--- src/rtl/fnvbh_pkg.sv ---
// ----------------------------------------------------------------------------
// fnvbh_pkg
// Shared widths, constants, types and the FNV-1 byte step for the bucket hash.
// ----------------------------------------------------------------------------
package fnvbh_pkg;

    localparam int HASH_W      = 64;
    localparam int BYTE_W      = 8;
    localparam int BUCKET_W    = 31;
    localparam int QUEUE_DEPTH = 4;

    localparam logic [HASH_W-1:0]   FNV_BASIS        = 64'd2166136261;
    localparam logic [BUCKET_W-1:0] TABLE_LEN_RESET  = 31'd1024;

    typedef struct packed {
        logic full;
        logic empty;
    } q_stat_t;

    typedef enum logic [1:0] {
        BK_IDLE,
        BK_DIV,
        BK_HOLD
    } back_state_t;

    // h * 16777619 mod 2^64 (prime = 2^24 + 2^8 + 2^7 + 2^4 + 2^1 + 2^0), then xor byte
    function automatic logic [HASH_W-1:0] fnv_step(input logic [HASH_W-1:0] h,
                                                   input logic [BYTE_W-1:0] b);
        logic [HASH_W-1:0] prod;
        begin
            prod = (h << 24) + (h << 8) + (h << 7) + (h << 4) + (h << 1) + h;
            fnv_step = prod ^ {{(HASH_W-BYTE_W){1'b0}}, b};
        end
    endfunction

endpackage

--- src/rtl/fnvbh_front.sv ---
// ----------------------------------------------------------------------------
// fnvbh_front
// Input side: running FNV-1 hash, one byte per item (none when no_data); pushes the finished hash.
// ----------------------------------------------------------------------------
module fnvbh_front
    import fnvbh_pkg::*;
(
    input  logic                clk,
    input  logic                rst_n,
    input  logic                in_valid,
    output logic                in_stall,
    input  logic [BYTE_W-1:0]   data_byte,
    input  logic                last,
    input  logic                no_data,
    input  q_stat_t             q_stat,
    output logic                push,
    output logic [HASH_W-1:0]   push_hash
);

    logic [HASH_W-1:0] hash_reg;
    logic [HASH_W-1:0] hash_next;
    logic [HASH_W-1:0] hash_upd;
    logic              accept;

    assign in_stall = q_stat.full;
    assign accept   = in_valid && !in_stall;
    assign hash_upd = no_data ? hash_reg : fnv_step(hash_reg, data_byte);

    assign push      = accept && last;
    assign push_hash = hash_upd;

    always_comb
    begin
        hash_next = hash_reg;
        if (accept)
        begin
            hash_next = last ? FNV_BASIS : hash_upd;
        end
    end

    always_ff @(posedge clk or negedge rst_n)
    begin
        if (!rst_n)
        begin
            hash_reg <= FNV_BASIS;
        end
        else
        begin
            hash_reg <= hash_next;
        end
    end

endmodule

--- src/rtl/fnvbh_fifo.sv ---
// ----------------------------------------------------------------------------
// fnvbh_fifo
// Short queue of finished hashes between front and divider.
// ----------------------------------------------------------------------------
module fnvbh_fifo
    import fnvbh_pkg::*;
#(
    parameter int DEPTH = QUEUE_DEPTH
)
(
    input  logic                clk,
    input  logic                rst_n,
    input  logic                push,
    input  logic [HASH_W-1:0]   push_hash,
    input  logic                pop,
    output logic [HASH_W-1:0]   head_hash,
    output q_stat_t             q_stat
);

    localparam int PTR_W = (DEPTH > 1) ? $clog2(DEPTH) : 1;
    localparam int CNT_W = $clog2(DEPTH + 1);

    logic [HASH_W-1:0] mem [DEPTH];
    logic [PTR_W-1:0]  wr_ptr_reg, wr_ptr_next;
    logic [PTR_W-1:0]  rd_ptr_reg, rd_ptr_next;
    logic [CNT_W-1:0]  count_reg, count_next;

    assign q_stat.full  = (count_reg == CNT_W'(DEPTH));
    assign q_stat.empty = (count_reg == '0);
    assign head_hash    = mem[rd_ptr_reg];

    always_comb
    begin
        wr_ptr_next = wr_ptr_reg;
        rd_ptr_next = rd_ptr_reg;
        count_next  = count_reg;
        if (push)
        begin
            wr_ptr_next = (wr_ptr_reg == PTR_W'(DEPTH - 1)) ? '0 : wr_ptr_reg + 1'b1;
        end
        if (pop)
        begin
            rd_ptr_next = (rd_ptr_reg == PTR_W'(DEPTH - 1)) ? '0 : rd_ptr_reg + 1'b1;
        end
        if (push && !pop)
        begin
            count_next = count_reg + 1'b1;
        end
        else if (pop && !push)
        begin
            count_next = count_reg - 1'b1;
        end
    end

    always_ff @(posedge clk or negedge rst_n)
    begin
        if (!rst_n)
        begin
            wr_ptr_reg <= '0;
            rd_ptr_reg <= '0;
            count_reg  <= '0;
        end
        else
        begin
            wr_ptr_reg <= wr_ptr_next;
            rd_ptr_reg <= rd_ptr_next;
            count_reg  <= count_next;
        end
    end

    always_ff @(posedge clk)
    begin
        if (push)
        begin
            mem[wr_ptr_reg] <= push_hash;
        end
    end

    a_no_push_full: assert property (@(posedge clk) disable iff (!rst_n)
        !(push && q_stat.full))
        else $error("fifo: push while full");

    a_no_pop_empty: assert property (@(posedge clk) disable iff (!rst_n)
        !(pop && q_stat.empty))
        else $error("fifo: pop while empty");

endmodule

--- src/rtl/fnvbh_back.sv ---
// ----------------------------------------------------------------------------
// fnvbh_back
// Output side: bit-serial restoring modulo of the hash by table_length,
// result held in an output register.
// ----------------------------------------------------------------------------
module fnvbh_back
    import fnvbh_pkg::*;
(
    input  logic                 clk,
    input  logic                 rst_n,
    input  logic                 cfg_wr_en,
    input  logic [BUCKET_W-1:0]  cfg_wr_data,
    input  q_stat_t              q_stat,
    input  logic [HASH_W-1:0]    head_hash,
    output logic                 pop,
    output logic                 out_valid,
    input  logic                 out_stall,
    output logic [BUCKET_W-1:0]  bucket
);

    localparam int CNT_W = $clog2(HASH_W);

    back_state_t         state_reg, state_next;
    logic [BUCKET_W-1:0] tlen_reg;
    logic [BUCKET_W-1:0] div_reg;
    logic [HASH_W-1:0]   quo_reg;
    logic [BUCKET_W-1:0] rem_reg, rem_next;
    logic [BUCKET_W-1:0] res_reg;
    logic [CNT_W-1:0]    cnt_reg;
    logic                out_valid_reg;
    logic [BUCKET_W-1:0] bucket_reg;

    logic [BUCKET_W:0]   trial;
    logic                last_step;
    logic                out_free;
    logic                load_out;

    assign trial     = {rem_reg, quo_reg[HASH_W-1]};
    assign rem_next  = (trial >= {1'b0, div_reg}) ? BUCKET_W'(trial - {1'b0, div_reg})
                                                  : trial[BUCKET_W-1:0];
    assign last_step = (cnt_reg == CNT_W'(HASH_W - 1));
    assign out_free  = !out_valid_reg || !out_stall;

    always_comb
    begin
        state_next = state_reg;
        unique case (state_reg)
            BK_IDLE: if (!q_stat.empty) state_next = BK_DIV;
            BK_DIV:  if (last_step)     state_next = BK_HOLD;
            BK_HOLD: if (out_free)      state_next = BK_IDLE;
            default: state_next = BK_IDLE;
        endcase
    end

    always_comb
    begin
        pop      = 1'b0;
        load_out = 1'b0;
        unique case (state_reg)
            BK_IDLE: pop      = !q_stat.empty;
            BK_DIV:  ;
            BK_HOLD: load_out = out_free;
            default: ;
        endcase
    end

    assign out_valid = out_valid_reg;
    assign bucket    = bucket_reg;

    always_ff @(posedge clk or negedge rst_n)
    begin
        if (!rst_n)
        begin
            state_reg     <= BK_IDLE;
            tlen_reg      <= TABLE_LEN_RESET;
            out_valid_reg <= 1'b0;
        end
        else
        begin
            state_reg <= state_next;
            if (cfg_wr_en)
            begin
                tlen_reg <= cfg_wr_data;
            end
            if (load_out)
            begin
                out_valid_reg <= 1'b1;
            end
            else if (!out_stall)
            begin
                out_valid_reg <= 1'b0;
            end
        end
    end

    always_ff @(posedge clk)
    begin
        if (pop)
        begin
            quo_reg <= head_hash;
            rem_reg <= '0;
            cnt_reg <= '0;
            div_reg <= tlen_reg;
        end
        else if (state_reg == BK_DIV)
        begin
            quo_reg <= quo_reg << 1;
            rem_reg <= rem_next;
            cnt_reg <= cnt_reg + 1'b1;
            if (last_step)
            begin
                res_reg <= (div_reg == '0) ? '0 : rem_next;
            end
        end
        if (load_out)
        begin
            bucket_reg <= res_reg;
        end
    end

    a_pop_idle: assert property (@(posedge clk) disable iff (!rst_n)
        pop |-> (state_reg == BK_IDLE))
        else $error("back: pop outside idle");

    a_rem_range: assert property (@(posedge clk) disable iff (!rst_n)
        (load_out && div_reg != '0) |-> (res_reg < div_reg))
        else $error("back: remainder not below divisor");

endmodule

--- src/rtl/fnv_byte_stream_bucket_hash_core.sv ---
// ----------------------------------------------------------------------------
// fnv_byte_stream_bucket_hash_core
// FNV-1 byte-stream hash with bucket index (hash mod table_length) per string.
//
//   channel  dir  handshake            payload
//   in       in   in_valid/in_stall    data_byte, last, no_data
//   out      out  out_valid/out_stall  bucket
//   cfg      in   cfg_wr_en            cfg_wr_data (table_length)
//
// Bytes are taken one per cycle while in_stall is low; the hash update is a single constant multiply.
// Each string end passes through the serial divider (one bit/cycle), which works on one hash at a time.
// A queue of QUEUE_DEPTH hashes lets bytes flow while the divider is busy.
// in_stall rises only when the queue is full.
// Reset: hash to offset basis, table_length to 1024, queue empty.
// ----------------------------------------------------------------------------
module fnv_byte_stream_bucket_hash_core
    import fnvbh_pkg::*;
#(
    parameter int QUEUE_DEPTH_P = QUEUE_DEPTH
)
(
    input  logic                 clk,
    input  logic                 rst_n,
    input  logic                 cfg_wr_en,
    input  logic [BUCKET_W-1:0]  cfg_wr_data,
    input  logic                 in_valid,
    output logic                 in_stall,
    input  logic [BYTE_W-1:0]    data_byte,
    input  logic                 last,
    input  logic                 no_data,
    output logic                 out_valid,
    input  logic                 out_stall,
    output logic [BUCKET_W-1:0]  bucket
);

    q_stat_t           q_stat;
    logic              push;
    logic [HASH_W-1:0] push_hash;
    logic              pop;
    logic [HASH_W-1:0] head_hash;

    fnvbh_front u_front (
        .clk       (clk),
        .rst_n     (rst_n),
        .in_valid  (in_valid),
        .in_stall  (in_stall),
        .data_byte (data_byte),
        .last      (last),
        .no_data   (no_data),
        .q_stat    (q_stat),
        .push      (push),
        .push_hash (push_hash)
    );

    fnvbh_fifo #(
        .DEPTH (QUEUE_DEPTH_P)
    ) u_fifo (
        .clk       (clk),
        .rst_n     (rst_n),
        .push      (push),
        .push_hash (push_hash),
        .pop       (pop),
        .head_hash (head_hash),
        .q_stat    (q_stat)
    );

    fnvbh_back u_back (
        .clk         (clk),
        .rst_n       (rst_n),
        .cfg_wr_en   (cfg_wr_en),
        .cfg_wr_data (cfg_wr_data),
        .q_stat      (q_stat),
        .head_hash   (head_hash),
        .pop         (pop),
        .out_valid   (out_valid),
        .out_stall   (out_stall),
        .bucket      (bucket)
    );

endmodule
--- config.mk ---
export PLATFORM = sky130hd
export DESIGN_NAME = fnv_byte_stream_bucket_hash_core
export DESIGN_NICKNAME = d
export VERILOG_FILES = /design/src/rtl/fnvbh_pkg.sv /design/src/rtl/fnvbh_front.sv /design/src/rtl/fnvbh_fifo.sv /design/src/rtl/fnvbh_back.sv /design/src/rtl/fnv_byte_stream_bucket_hash_core.sv
export SDC_FILE = /design/constraint.sdc
export NUM_CORES = 1
export LEC_CHECK = 0
export BUFFER_PORTS_ARGS = -buffer_cell sky130_fd_sc_hd__buf_2
export CELL_PAD_IN_SITES_DETAIL_PLACEMENT = 2
export CELL_PAD_IN_SITES_GLOBAL_PLACEMENT = 2
export CORE_MARGIN = 3
export CORE_UTILIZATION = 47
export DETAILED_ROUTE_END_ITERATION = 8
export GPL_TIMING_DRIVEN = 0
export PLACE_DENSITY = 0.84
export SETUP_SLACK_MARGIN = 0.4
export SYNTH_ARGS = -nofsm -noshare
export SYNTH_HDL_FRONTEND = slang
export SYNTH_HIERARCHICAL = 1
export SYNTH_SLANG_ARGS = --single-unit
--- constraint.sdc ---
create_clock -name clk -period 11.6 [get_ports clk]
set_input_delay 2.32 -clock clk [delete_from_list [all_inputs] [get_ports clk]]
set_output_delay 2.32 -clock clk [all_outputs]
set_load 0.02 [all_outputs]
== Word level (Yosys, flattened, before mapping) ==
Memory sizes are Yosys's and may differ from the RTL's.
Index checks and enable logic that the tools add are counted.
Operators by class
  add/subtract/negate cells: 11
  order comparisons: 1
  eq/ne operators: 10
  multiplexer cells: 19
  bitwise operators: 2
  reductions and logical operators: 18
Operators by type and width (number)
  64-bit adder: 5
  64-bit 2-to-1 mux: 4
  64-bit by 8-bit XOR with 64-bit output: 1
  32-bit by 31-bit greater-or-equal comparator with 1-bit output: 1
  31-bit logical NOT: 1
  31-bit 2-to-1 mux: 1
  31-bit subtractor: 1
  2-bit 2-to-1 mux: 5
  6-bit by 1-bit adder with 6-bit output (second input constant): 1
  2-bit equality test (second input constant): 3
  6-bit equality test (second input constant): 1
  1-bit logical NOT: 6
  1-bit 2-to-1 mux: 6
  3-bit 2-to-1 mux: 2
  2-bit by 1-bit != test with 1-bit output (second input constant): 3
  2-bit one-hot mux with 3 select lines: 1
  3-bit AND reduction: 2
  2-bit by 1-bit adder with 2-bit output (second input constant): 2
  1-bit logical AND: 4
  2-bit nonzero test: 2
  3-bit by 1-bit adder with 3-bit output (second input constant): 1
  3-bit equality test (second input constant): 1
  3-bit logical NOT: 1
  3-bit by 1-bit subtractor with 3-bit output (second input constant): 1
  other kinds (5): 5
Word-level totals
  register bits after elaboration: 299
  memory bits (writable): 256
  bits of input ports: 46
  memories kept: 1
Memories
  u_fifo.mem: words 4, bits a word 64, rd ports 1, clocked after Yosys merged registers in 0, wr ports 1, RTL line fnvbh_fifo.sv:23  | logic [HASH_W-1:0] mem [DEPTH];

== Longest topological paths before layout ==
Gate-level depths: netlist of the first run.
  depth in word-level cells: 8
  depth in mapped cells: 19

== By module ==
The synthesis of the first run kept the hierarchy.
By module, submodules not included
  fnvbh_front: times used 1, cells an instance 1468, area each 12366.9 um2
  fnvbh_back: times used 1, cells an instance 950, area each 10441.3 um2
  fnvbh_fifo: times used 1, cells an instance 371, area each 9645.5 um2

== Worst setup path after synthesis of the first run ==
OpenSTA, ideal clock, no wires.
  kind: input to register
  start: in in_valid
  end: mem u_fifo.mem[1][0], enable pin
  library setup time: 429 ps
  arrival: 4566 ps
  slack: 6606 ps
  cell stages on the path: 5
  cells stage by stage: nand2b_1 clkbuf_1 clkbuf_1 nor2_1 and2_1
Between the ends
  longest elaborated chain between the ends: 4
RTL lines
  start, declared: RTL line fnv_byte_stream_bucket_hash_core.sv:26  | input logic in_valid,
  1-bit logical AND: RTL line fnvbh_front.sv:26  | assign accept = in_valid && !in_stall;
  1-bit logical AND: RTL line fnvbh_front.sv:29  | assign push = accept && last;
  via push: RTL line fnv_byte_stream_bucket_hash_core.sv:37  | logic push;
  1-bit 2-to-1 mux: RTL line fnvbh_fifo.sv:73  | if (push)
  1-bit 2-to-1 mux (implied by the code): RTL line fnvbh_fifo.sv:75  | mem[wr_ptr_reg] <= push_hash;
  end, declared: RTL line fnvbh_fifo.sv:23
The timed path passes the listed nets, and every way through them passes these cells.

== Worst setup path in the final report of the first run ==
  start: reg u_front.hash_reg[1]
  end: mem u_fifo.mem[2][63], data pin
Between the ends
  longest elaborated chain between the ends: 7
RTL lines
  start, declared: RTL line fnvbh_front.sv:20  | logic [HASH_W-1:0] hash_reg;
  start signal, assigned: RTL line fnvbh_front.sv:49  | hash_reg <= hash_next;
  64-bit adder (4 in a row): RTL line fnvbh_pkg.sv:31  | prod = (h << 24) + (h << 8) + (h << 7) + (h << 4) + (h << 1) + h;
  64-bit adder (*): RTL line fnvbh_pkg.sv:31
  64-bit by 8-bit XOR with 64-bit output (*): RTL line fnvbh_pkg.sv:32  | fnv_step = prod ^ {{(HASH_W-BYTE_W){1'b0}}, b};
  64-bit 2-to-1 mux (*): RTL line fnvbh_front.sv:27  | assign hash_upd = no_data ? hash_reg : fnv_step(hash_reg, data_byte);
  via push_hash[63]: RTL line fnv_byte_stream_bucket_hash_core.sv:38  | logic [HASH_W-1:0] push_hash;
Mark *: on every way through the listed nets, which the timed path passes. The rest lies on a longest branch.

==> summary.md, run 1 <==
| Metric | Value |
|---|---|
| Area contributors post-synth | edfxtp_1 (38%), fa_1 (13%), dfrtp_1 (6.9%) |
| Top_reg_cell synth | edfxtp_1 |
| Number of I/O port buffers | 78 |
| Maximum fanout along the worst path | 9 |
| P&R area growth vs syn | 11.5% |
| Nets | between 3k and 4k |
| Reg2reg end | u_fifo/mem[2][63]$_DFFE_PP_ |
| Cell variety after synth | 93 |
| Initial Util | 47.9% |
| GRT Total Usage | roughly two fifths |
| #FFs+latches synth | roughly 560 |
| WS Path Type | reg2reg |
| Top-count cell post-synth | edfxtp_1 |
| HPWL after DPL | about 86 mm |
| Metal1 wirelength | 50.5 mm |
| First-pass GRT wire length | between 150 and 200 mm |
| WL per Instance | roughly 35 um |
| Row Count | 95 |
| WL final | 135 mm |
| CTS tree | yes |
| Worst R2R Start | u_front/hash_reg[1]$_DFFE_PN0P_ |
| Hold/Removal Path Class | reg2reg |
| Post-Syn Area | 32500 um2 |
| Register area share after synthesis | approximately half |
| Antenna cells | 0 |
| Top Ports | 79 |
| Die Y | 269 um |
| Fin. Hold Viols | 0 |
| Multi-input gate area | 14700 um2 |
| Critical path origin | u_front/hash_reg[1]$_DFFE_PN0P_ |
| Met3 WL | 9.59 mm |
| Number of enable flip-flop cells after synthesis | 413 |
| Vias | approximately 25k |
| Root buf cell | clkbuf_16 |
| CTS Buf Count | between 50 and 60 |
| Layout cells sized above 1 | 12.5% |
| Worst Tran Pin Value | approximately 1.1 ns |
| Max reg flops | 256 |
| Core ar. | 67800 um2 |
| Area share of the largest cell type after synthesis | 38.2% |
| RSZ-0062 raised after global routing | no |
| DR vias/cell | approximately 6.5 |
| Crit. End Element | register |
| Detailed-route DRC error count | 0 |
| Register area | approximately 16000 um2 |
| Fin crit period | 6.77 ns |
| Top post-synthesis cells by count | edfxtp_1 (413), nand2_1 (410), inv_1 (387), fa_1 (208), o21ai_0 (184) |
| Post-Route Skew | 0.0317 ns |
| Post-synth net total | 3173 |
| Critical Path AT | 7.12 ns |
| WP data required | 11.94 ns |
| Setup Total Neg Slack | 0 ns |
| Cell count after synthesis | 2789 |
| Post-CTS resize count | 0 |
| DRT iter0 DRCs | 2694 |
| Worst setup path end | u_fifo/mem[2][63]$_DFFE_PP_ |
| Clock Tree Buf Depth | 3 |
| Total gr overflow | 0 |
| Largest net degree at the start of global routing | 75 |
| Slack of the worst reg-to-reg path | 4.83 ns |
| Worst skew pair latency | 0.63 ns |
| Worst Reg-to-Reg Cells | 18 |
| Top Metal Used | met5 |
| Number of global-route vias before repair | 28.0k |
| Setup Buffers After CTS | 0 |
| FMAX | 148 MHz |
| Initial DRT Pass Iterations | 5 |
| Max capacitance violation total | 0 |
| Status | completed |
| Fill cell count | ~6.5k |
| Die X | 269 um |
| Met2 wire length | ~67 mm |
| Die footprint | 72200 um2 |
| Detail Route Antenna Nets | 0 |
| Post-synthesis async set-or-reset flop share | about a fifth |
| Antenna violations before repair | 1 |
| Post-synth top area cell | edfxtp_1 |
| Rel. slew slack | 22.8% |
| GP Congestion | 0.896 |
| Final period utilization | 58.4% |
| YS warnings | 6 |
| Max-slew violation count | 0 |
| Mean post-synth cell area | 11.6 um2 |
| Number of hold buffers added after cts | 0 |
| CTS clk-pin slew, worst paths | ~0.070 ns |
| Setup crit start kind | register |
| Setup violators final | 0 |
| H-tree levels | 2 |
| Sink Count | 555 |
## metrics by stage
stage / hold slack (ns) / setup slack [ns] / instances / cell area (um2) / utilization [%]
global route: 0.430 / 4.53 / 3854 / 36200 / 53.4
finish: 0.418 / 4.83 / 3854 / 36200 / 53.4
detailed placement: 0.407 / 5.00 / 3750 / 34200 / 50.5
global placement: 0.400 / 4.68 / 3740 / 33900 / 50.1
CTS: 0.417 / 4.90 / 3854 / 36200 / 53.4
floorplan: 0.400 / 6.61 / 2789 / 32500 / -
## final cells by class
type	instances	share of cell area, %
clock buffer	82	4.64
inverter	388	4.03
multi-input combinational	1741	40.6
clock inverter	22	0.864
buffer	105	1.47
tap	873	3.02
timing repair buffer	88	1.70
sequential	555	43.6
## critical path, stage by stage, from the launching register on
cell and delay [ns]:
dfrtp_1 0.52, inv_1 0.29, fa_1 0.61, inv_1 0.08, fa_1 0.61, inv_1 0.09, fa_1 0.58, inv_1 0.06
ha_1 0.28, clkbuf_1 0.35, and3_1 0.26, nand3_1 0.13, a311oi_1 0.55, o21a_1 0.27, o21ai_0 0.23, o21a_1 0.32
o21ai_0 0.73, xnor2_1 0.16, mux2_2 0.36
## cell families (layout without fill, tap and decap cells)
kind of cell	after synthesis	in the layout	synth area share, %
adders and majority gates	338	338	17.8
AOI/OAI and AO/OA	491	491	9.21
buffers and inverters	493	685	6.12
and+or+nand+nor	694	694	9.26
xor gates and xnor gates	109	109	2.94
DFF	555	555	48.7
muxes	109	109	5.96
## worst min-delay path by stage
stage                             endpoint                             start  slack [ns]  cells after the start
2_1_floorplan   u_back/bucket[0]$_DFFE_PP_   u_back/res_reg[0]$_SDFFCE_PN0P_        0.40                      0
3_3_place_gp   u_back/bucket[15]$_DFFE_PP_  u_back/res_reg[15]$_SDFFCE_PN0P_        0.40                      0
3_5_place_dp   u_back/bucket[18]$_DFFE_PP_  u_back/res_reg[18]$_SDFFCE_PN0P_        0.41                      0
4_1_cts        u_back/bucket[18]$_DFFE_PP_  u_back/res_reg[18]$_SDFFCE_PN0P_        0.42                      0
5_1_grt        u_back/bucket[11]$_DFFE_PP_  u_back/res_reg[11]$_SDFFCE_PN0P_        0.43                      0
6_report       u_back/bucket[18]$_DFFE_PP_  u_back/res_reg[18]$_SDFFCE_PN0P_        0.42                      0
## metal layers
layer,vias up,GRT usage (%)
met4,2,19.8
met2,1502,65.3
li1,9807,-
met5,-,0
met3,484,5.91
met1,13100,46.8
## cell usage in the layout (no fill, tap or decap), types with 75 or more instances in the layout
cell type  instances
inv_1            386
dfrtp_1           90
fa_1             208
nor2_1           121
clkbuf_1          75
ha_1             130
buf_2             91
o21ai_0          184
nand2_1          410
edfxtp_1         413
a21oi_1          144
Power of run 1 is left out: the tool's default activity adds up to more than one toggle a clock period on the data nets, which glitch-free logic cannot reach.
==> run 2, diff against run 1 <==
--- a/config.mk
+++ b/config.mk
@@ -5,14 +5,15 @@
 export SDC_FILE = /design/constraint.sdc
 export NUM_CORES = 1
 export LEC_CHECK = 0
+export ABC_AREA = 1
 export BUFFER_PORTS_ARGS = -buffer_cell sky130_fd_sc_hd__buf_2
 export CELL_PAD_IN_SITES_DETAIL_PLACEMENT = 2
 export CELL_PAD_IN_SITES_GLOBAL_PLACEMENT = 2
 export CORE_MARGIN = 3
-export CORE_UTILIZATION = 47
+export CORE_UTILIZATION = 40
 export DETAILED_ROUTE_END_ITERATION = 8
 export GPL_TIMING_DRIVEN = 0
-export PLACE_DENSITY = 0.84
+export PLACE_DENSITY = 0.8
 export SETUP_SLACK_MARGIN = 0.4
 export SYNTH_ARGS = -nofsm -noshare
 export SYNTH_HDL_FRONTEND = slang
==> constraint.sdc (replaced) <==
create_clock -name clk -period 7.1 [get_ports clk]
set_input_delay 1.42 -clock clk [delete_from_list [all_inputs] [get_ports clk]]
set_output_delay 1.42 -clock clk [all_outputs]
set_load 0.02 [all_outputs]
==> run 2 against run 1 <==
Clock skew decreased by 0.014 ns. Worst hold slack better by 0.00088 ns. Core utilization fell by 8.6 points. Largest cell class is now multi-input gates. Cell count grew 46%. Wire length grew 0.30%. Count of clock-buffer cells in the layout decreased by 8. Design area increased by 12%. Highest routed layer is now met4. Non-clock buffer count down 5. Sequential share of layout area fell by 4.6 points. Register-to-register slack lost 3.2 ns. Synthesized cell count up 53%. First-iteration DRC count fell by 41%. Critical endpoint is now u_fifo/mem[0][37]$_DFFE_PP_.
==> summary.md, run 2 <==
| Metric | Value |
|---|---|
| P&R area growth vs syn | 10.7% |
| Crit. End Element | register |
| Max stage delay on crit path | 0.66 ns (-0.07 ns) |
| Number of I/O port buffers | 78 (unchanged) |
| CP bufs+invs | 4 (-1) |
| Post-Syn Area | 36500 um2 (+13%) |
| Top-count cell post-synth | nand2_1 |
| Number of hold buffers added after cts | 0 (unchanged) |
| Cell count after synthesis | 4271 (+53%) |
| Top_reg_cell synth | edfxtp_1 |
| WP data required | 7.46 ns (-4.48 ns) |
| Post-CTS resize count | 0 (unchanged) |
| Max-slew violation count | 0 (unchanged) |
| Max capacitance violation total | 0 (unchanged) |
| Number of global-route vias before repair | 33.9k (+21%) |
| Detail Route Antenna Nets | 0 (unchanged) |
| Initial Util | 40.4% (-7.5 points) |
| Fin. Hold Viols | 0 (unchanged) |
| Most common cell after layout, fill and taps aside | nand2_1 |
| Top post-synthesis cells by count | nand2_1 (1402), inv_1 (952), edfxtp_1 (413), fa_1 (208), nor2_1 (188) |
| DR vias/cell | 5.21 (-19%) |
| Post-synth top area cell | edfxtp_1 |
| YS warnings | 6 (unchanged) |
| Fill cell count | 10.1k (+54%) |
| Maximum fanout along the worst path | 6 (-3) |
| Post-synthesis async set-or-reset flop share | 18.9% (unchanged) |
| Status | completed |
| Final period utilization | 77.6% (+19 points) |
| Setup violators final | 0 (unchanged) |
| Die footprint | 94900 um2 (+31%) |
| Initial DRT Pass Iterations | 5 (unchanged) |
| Critical Path AT | 5.86 ns (-1.26 ns) |
| Layout cells sized above 1 | 8.19% (-4.3 points) |
| Multi-input gate area | 16500 um2 (+12%) |
| Worst skew pair latency | 0.63 ns (about the same) |
| Post-synth net total | 4655 (+47%) |
| #FFs+latches synth | 555 (unchanged) |
| Top Ports | 79 (unchanged) |
| Max reg flops | 256 (unchanged) |
| WS Path Type | reg2reg |
| Cell variety after synth | 48 (-48%) |
| Mean post-synth cell area | 8.55 um2 (-27%) |
| WL per Instance | 24.1 um (-31%) |
| Die X | 308 um (+15%) |
| Register area | 15800 um2 (unchanged) |
| Die Y | 308 um (+15%) |
| Core ar. | 90300 um2 (+33%) |
| Setup crit start kind | register |
| Antenna violations before repair | 0 (-1) |
| Row Count | 110 (+16%) |
| DRT iter0 DRCs | 1593 (-41%) |
| Setup Buffers After CTS | 0 (unchanged) |
| Detailed-route DRC error count | 0 (unchanged) |
| Largest delay share family, worst path | adder cells |
| GRT Total Usage | 28.9% (-9.2 points) |
| RSZ-0062 raised after global routing | no |
| Clock Tree Buf Depth | 3 (unchanged) |
| Rel. slew slack | 20.7% (-2.1 points) |
| CTS clk-pin slew, worst paths | 0.06 ns (about the same) |
| Sink Count | 555 (unchanged) |
| Critical-path cell list | inv_1, fa_1, inv_1, fa_1, inv_1, fa_1, inv_1, ha_1, nand2_1, nor2_1, nand2_1, nor2_1, nand3_1, nand4_1, nand3_1, o21a_1 |
| Antenna cells | 0 (unchanged) |
| Slowest cell on crit path | dfstp_2 |
| Number of enable flip-flop cells after synthesis | 413 (unchanged) |
| Area share of the largest cell type after synthesis | 34.0% (-4.2 points) |
| Largest net degree at the start of global routing | 80 (+6.7%) |
| Hold/Removal Path Class | reg2reg |
| CTS tree | yes |
| CP most frequent cell | inv_1 |
| WL final | 136 mm (+0.30%) |
| Vias | 29.4k (+18%) |
| Commonest cells after routing, fill and taps aside | nand2_1 (1402), inv_1 (947), edfxtp_1 (413), fa_1 (208), nor2_1 (187) |
| HPWL after DPL | 106 mm (+23%) |
| FMAX | 182 MHz (+23%) |
| Setup Total Neg Slack | 0 ns (unchanged) |
| Register area share after synthesis | 43.2% (-5.4 points) |
| First-pass GRT wire length | 207 mm (+3.5%) |
| GP Congestion | 0.902 (+0.73%) |
| CTS Buf Count | 55 (-1.8%) |
| Worst Tran Pin Value | 1.19 ns (+0.0430 ns) |
| Post-Route Skew | 0.0177 ns (-0.0140 ns) |
| Total gr overflow | 0 (unchanged) |
| Root buf cell | clkbuf_16 |
| Hold_ws | 0.419 ns (+0.000879 ns) |
| Fin crit period | 5.51 ns (-1.26 ns) |
| Nets | 4797 (+45%) |
| H-tree levels | 2 (unchanged) |
| Area contributors post-synth | edfxtp_1 (34%), nand2_1 (14%), fa_1 (11%) |
[run 2: changes by cell type after synthesis, moves of 36 or more]
cell,change
o21ai_0,-134
o211ai_1,+137
xnor2_1,-36
nand3_1,+143
nand2_1,+992
nor2_1,+67
mux4_2,-64
a21oi_1,-69
inv_1,+565
[run 2: kinds of logic after synthesis]
family | after synthesis | share of synthesized area, %
compound gates | 343 | 6.07
flops | 555 | 43.2
simple gates | 1894 | 21.2
buf+inv | 1067 | 11.7
xor+xnor | 43 | 1.03
fa+ha+maj | 338 | 15.9
mux | 31 | 0.956
[run 2: final cells by class]
cell class,instances,share of cell area (%)
sequential,555,39.0
multi-input combinational,2649,40.7
clock buffer,74,3.75
tap,1176,3.64
clock inverter,29,0.808
inverter,964,8.98
buffer,103,1.60
timing repair buffer,85,1.42
[run 2: per-stage QoR]
stage	utilization [%]	cells	cell area [um2]	setup WS, ns
global placement	42.5	5525	38400	0.575
floorplan	-	4271	36500	3.01
finish	44.8	5635	40400	1.59
global route	44.8	5635	40400	1.39
detailed placement	42.7	5532	38600	1.71
CTS	44.8	5635	40400	1.65
[run 2: final timing paths]
check                                                  from  cells past startpoint                          endpoint  slack (ns)
hold / removal             u_back/res_reg[25]$_SDFFCE_PN0P_                      0       u_back/bucket[25]$_DFFE_PP_        0.42
setup reg to reg           u_front/hash_reg[24]$_DFFE_PN1P_                     16       u_fifo/mem[0][37]$_DFFE_PP_        1.59
setup / recovery           u_front/hash_reg[24]$_DFFE_PN1P_                     16       u_fifo/mem[0][37]$_DFFE_PP_        1.59
min in group asynchronous                             rst_n                      1  u_fifo/wr_ptr_reg[1]$_DFFE_PN0P_        0.68
hold reg to reg            u_back/res_reg[25]$_SDFFCE_PN0P_                      0       u_back/bucket[25]$_DFFE_PP_        0.42
max in group asynchronous                             rst_n                      2   u_back/tlen_reg[28]$_DFFE_PN0P_        5.63
[run 2: routing by layer]
| metal | vias up | GRT usage [%] | wire, um |
|---|---|---|---|
| met5 | - | 0 | 0 |
| met4 | 0 | 10.6 | 5520 |
| met3 | 227 | 3.11 | 4350 |
| met2 | 587 | 54.2 | 71100 |
| met1 | 15100 | 34.0 | 54900 |
| li1 | 13500 | - | - |
Power of run 2 is left out for the same reason.
==> run 3, diff against run 2 <==
==> constraint.sdc (replaced) <==
create_clock -name clk -period 5.15 [get_ports clk]
set_input_delay 1.03 -clock clk [delete_from_list [all_inputs] [get_ports clk]]
set_output_delay 1.03 -clock clk [all_outputs]
set_load 0.02 [all_outputs]
==> run 3 against run 2 <==
The run now ends with setup timing left. Critical path depth rose by 3. Design area rose by 7.3%. Cell count rose by 2.0%. Largest cell class unchanged. Critical path type unchanged. Worst hold slack got worse by 0.12 ns. First-iteration DRC count rose by 74%. Clock skew rose by 0.015 ns. Sequential cell count did not move.
==> summary.md, run 3 (synthesized netlist as in run 2, its figures left out) <==
| Metric | Value |
|---|---|
| Grt met2 use | 56.8% (+2.5 points) |
| Final period utilization | 102% (+24 points) |
| Worst Reg-to-Reg Cells | 19 (+3) |
| Post-Route Skew | 0.0327 ns (+0.0150 ns) |
| Cell depth of the worst setup path | 19 (+3) |
| Fin crit period | 5.24 ns (-0.267 ns) |
| Critical-path cell list | clkinvlp_4, buf_4, fa_1, inv_1, fa_1, fa_1, ha_2, nand2_1, nor2_2, nand2_1, nand2_1, nand2_1, nand2_1, inv_1, nand4_1, nand3_2, nand2_4, nand2_1, nand2_1 |
| P&R area growth vs syn | 18.8% |
| DRT iter0 DRCs | 2772 (+74%) |
| Initial DRT Pass Iterations | 5 (unchanged) |
| WL final | 176 mm (+29%) |
| Die footprint | 94900 um2 (unchanged) |
| H-tree levels | 2 (unchanged) |
| Worst Tran Pin Value | 1.48 ns (+0.293 ns) |
| First-pass GRT wire length | 218 mm (+5.3%) |
| Post-place setup slack | -0.242 ns (-1.95 ns) |
| Largest delay share family, worst path | adder cells |
| Rel. slew slack | 1.19% (-20 points) |
| Core ar. | 90300 um2 (unchanged) |
| Max stage delay on crit path | 0.62 ns (-0.04 ns) |
| Vias | 32.4k (+10%) |
| Row Count | 110 (unchanged) |
| Die X | 308 um (unchanged) |
| Number of global-route vias before repair | 34.7k (+2.4%) |
| Critical Path AT | 5.78 ns (-0.08 ns) |
| Detailed-route DRC error count | 0 (unchanged) |
| RSZ-0062 raised after global routing | yes |
| Worst skew pair latency | 0.64 ns (about the same) |
| CP bufs+invs | 4 (unchanged) |
| Clock Tree Buf Depth | 3 (unchanged) |
| Global Route met3 Usage | 3.10% (-0.0069 points) |
| Slack of the worst reg-to-reg path | -0.09 ns (-1.68 ns) |
| Met1 Use GR | 35.8% (+1.8 points) |
| WP data required | 5.69 ns (-1.77 ns) |
| GR peak layer | met2 |
| Max reg flops | 256 (unchanged) |
| Hold/Removal Path Class | in2async |
| Commonest cells after routing, fill and taps aside | nand2_1 (1295), inv_1 (904), edfxtp_1 (413), fa_1 (206), nor2_1 (153) |
| Crit. End Element | register |
| Sink Count | 555 (unchanged) |
| Final WS setup | -0.0909 ns (-1.68 ns) |
| Maximum fanout along the worst path | 6 (unchanged) |
| CTS tree | yes |
| Fin. Hold Viols | 0 (unchanged) |
| Root buf cell | clkbuf_16 |
| Status | complete, but fails checks |
| Max capacitance violation total | 0 (unchanged) |
| Die Y | 308 um (unchanged) |
| GRT Total Usage | 30.6% (+1.7 points) |
| Largest net degree at the start of global routing | 80 (unchanged) |
| WL per Instance | 30.6 um (+27%) |
| Max-slew violation count | 0 (unchanged) |
| Fin util | 48.0% (+3.2 points) |
| Number of I/O port buffers | 78 (unchanged) |
| HPWL after DPL | 106 mm (unchanged) |
| FMAX | 191 MHz (+5.1%) |
| CP most frequent cell | nand2_1 |
| Initial Util | 40.4% (unchanged) |
| DR vias/cell | 5.65 (+8.3%) |
| Setup violators final | 1 (+1) |
| Slowest cell on crit path | fa_1 |
| Failing checks | setup timing |
| Setup crit start kind | register |
| Top Ports | 79 (unchanged) |
| Number of hold buffers added after cts | 0 (unchanged) |
| Antenna violations before repair | 1 (+1) |
| CTS Buf Count | 55 (unchanged) |
| Layout cells sized above 1 | 18.3% (+10 points) |
| Most common cell after layout, fill and taps aside | nand2_1 |
| WS Path Type | reg2reg |
| Fill cell count | 9767 (-3.0%) |
| GP Congestion | 0.902 (unchanged) |
| Total gr overflow | 0 (unchanged) |
| Detail Route Antenna Nets | 0 (unchanged) |
| CTS clk-pin slew, worst paths | 0.07 ns (about the same) |
| Nets | 4908 (+2.3%) |
## run 3: routing by layer
layer	vias up	wire, um
met5	-	0
met4	0	13200
met3	593	9430
met2	1402	89400
met1	16700	63600
li1	13700	-
## run 3: worst paths after layout
path / start / to
setup reg to reg: u_front/hash_reg[31]$_DFFE_PN1P_ / u_front/hash_reg[47]$_DFFE_PN0P_
max in group asynchronous: rst_n / u_front/hash_reg[54]$_DFFE_PN0P_
min in group clk: u_back/res_reg[25]$_SDFFCE_PN0P_ / u_back/bucket[25]$_DFFE_PP_
hold reg to reg: u_back/res_reg[25]$_SDFFCE_PN0P_ / u_back/bucket[25]$_DFFE_PP_
hold / removal: rst_n / u_back/tlen_reg[2]$_DFFE_PN0P_
setup / recovery: u_front/hash_reg[31]$_DFFE_PN1P_ / u_front/hash_reg[47]$_DFFE_PN0P_
## run 3: what timing repair did
action                     in CTS  in global routing
setup endpoints to repair     217                257
gates resized for setup       178                325
setup buffers                  36                 75
pin swaps                       5                 63
## run 3: final cells by class
type                            instances  area, um2  area share, %
Clock inverter                         29        327          0.753
Antenna cell                            1       2.50        0.00577
Sequential cell                       555      15800           36.5
Buffer                                103        648           1.49
Multi-Input combinational cell       2649      18300           42.2
Timing Repair Buffer                  196       1530           3.53
Inverter                              964       3750           8.66
Tap cell                             1176       1470           3.39
Clock buffer                           74       1520           3.50
## run 3: worst register-to-register path, delay by kind of cell (launching register included)
kind,cells,cell delay (ns)
fa+ha+maj,4,2.21
buf+inv,4,0.64
flops,1,0.56
simple gates,11,1.75
## run 3: stage by stage
stage | hold WS [ns] | area, um2 | std cells | setup TNS, ns
after global placement | 0.401 | 38400 | 5525 | -233.09
after detailed placement | 0.407 | 38600 | 5532 | -3.71
after CTS | 0.253 | 41400 | 5671 | 0
final | 0.295 | 43400 | 5747 | -0.0909
after floorplan | 0.400 | 36500 | 4271 | 0
after global routing | 0.287 | 43400 | 5746 | -0.194
Power of run 3 is left out for the same reason.
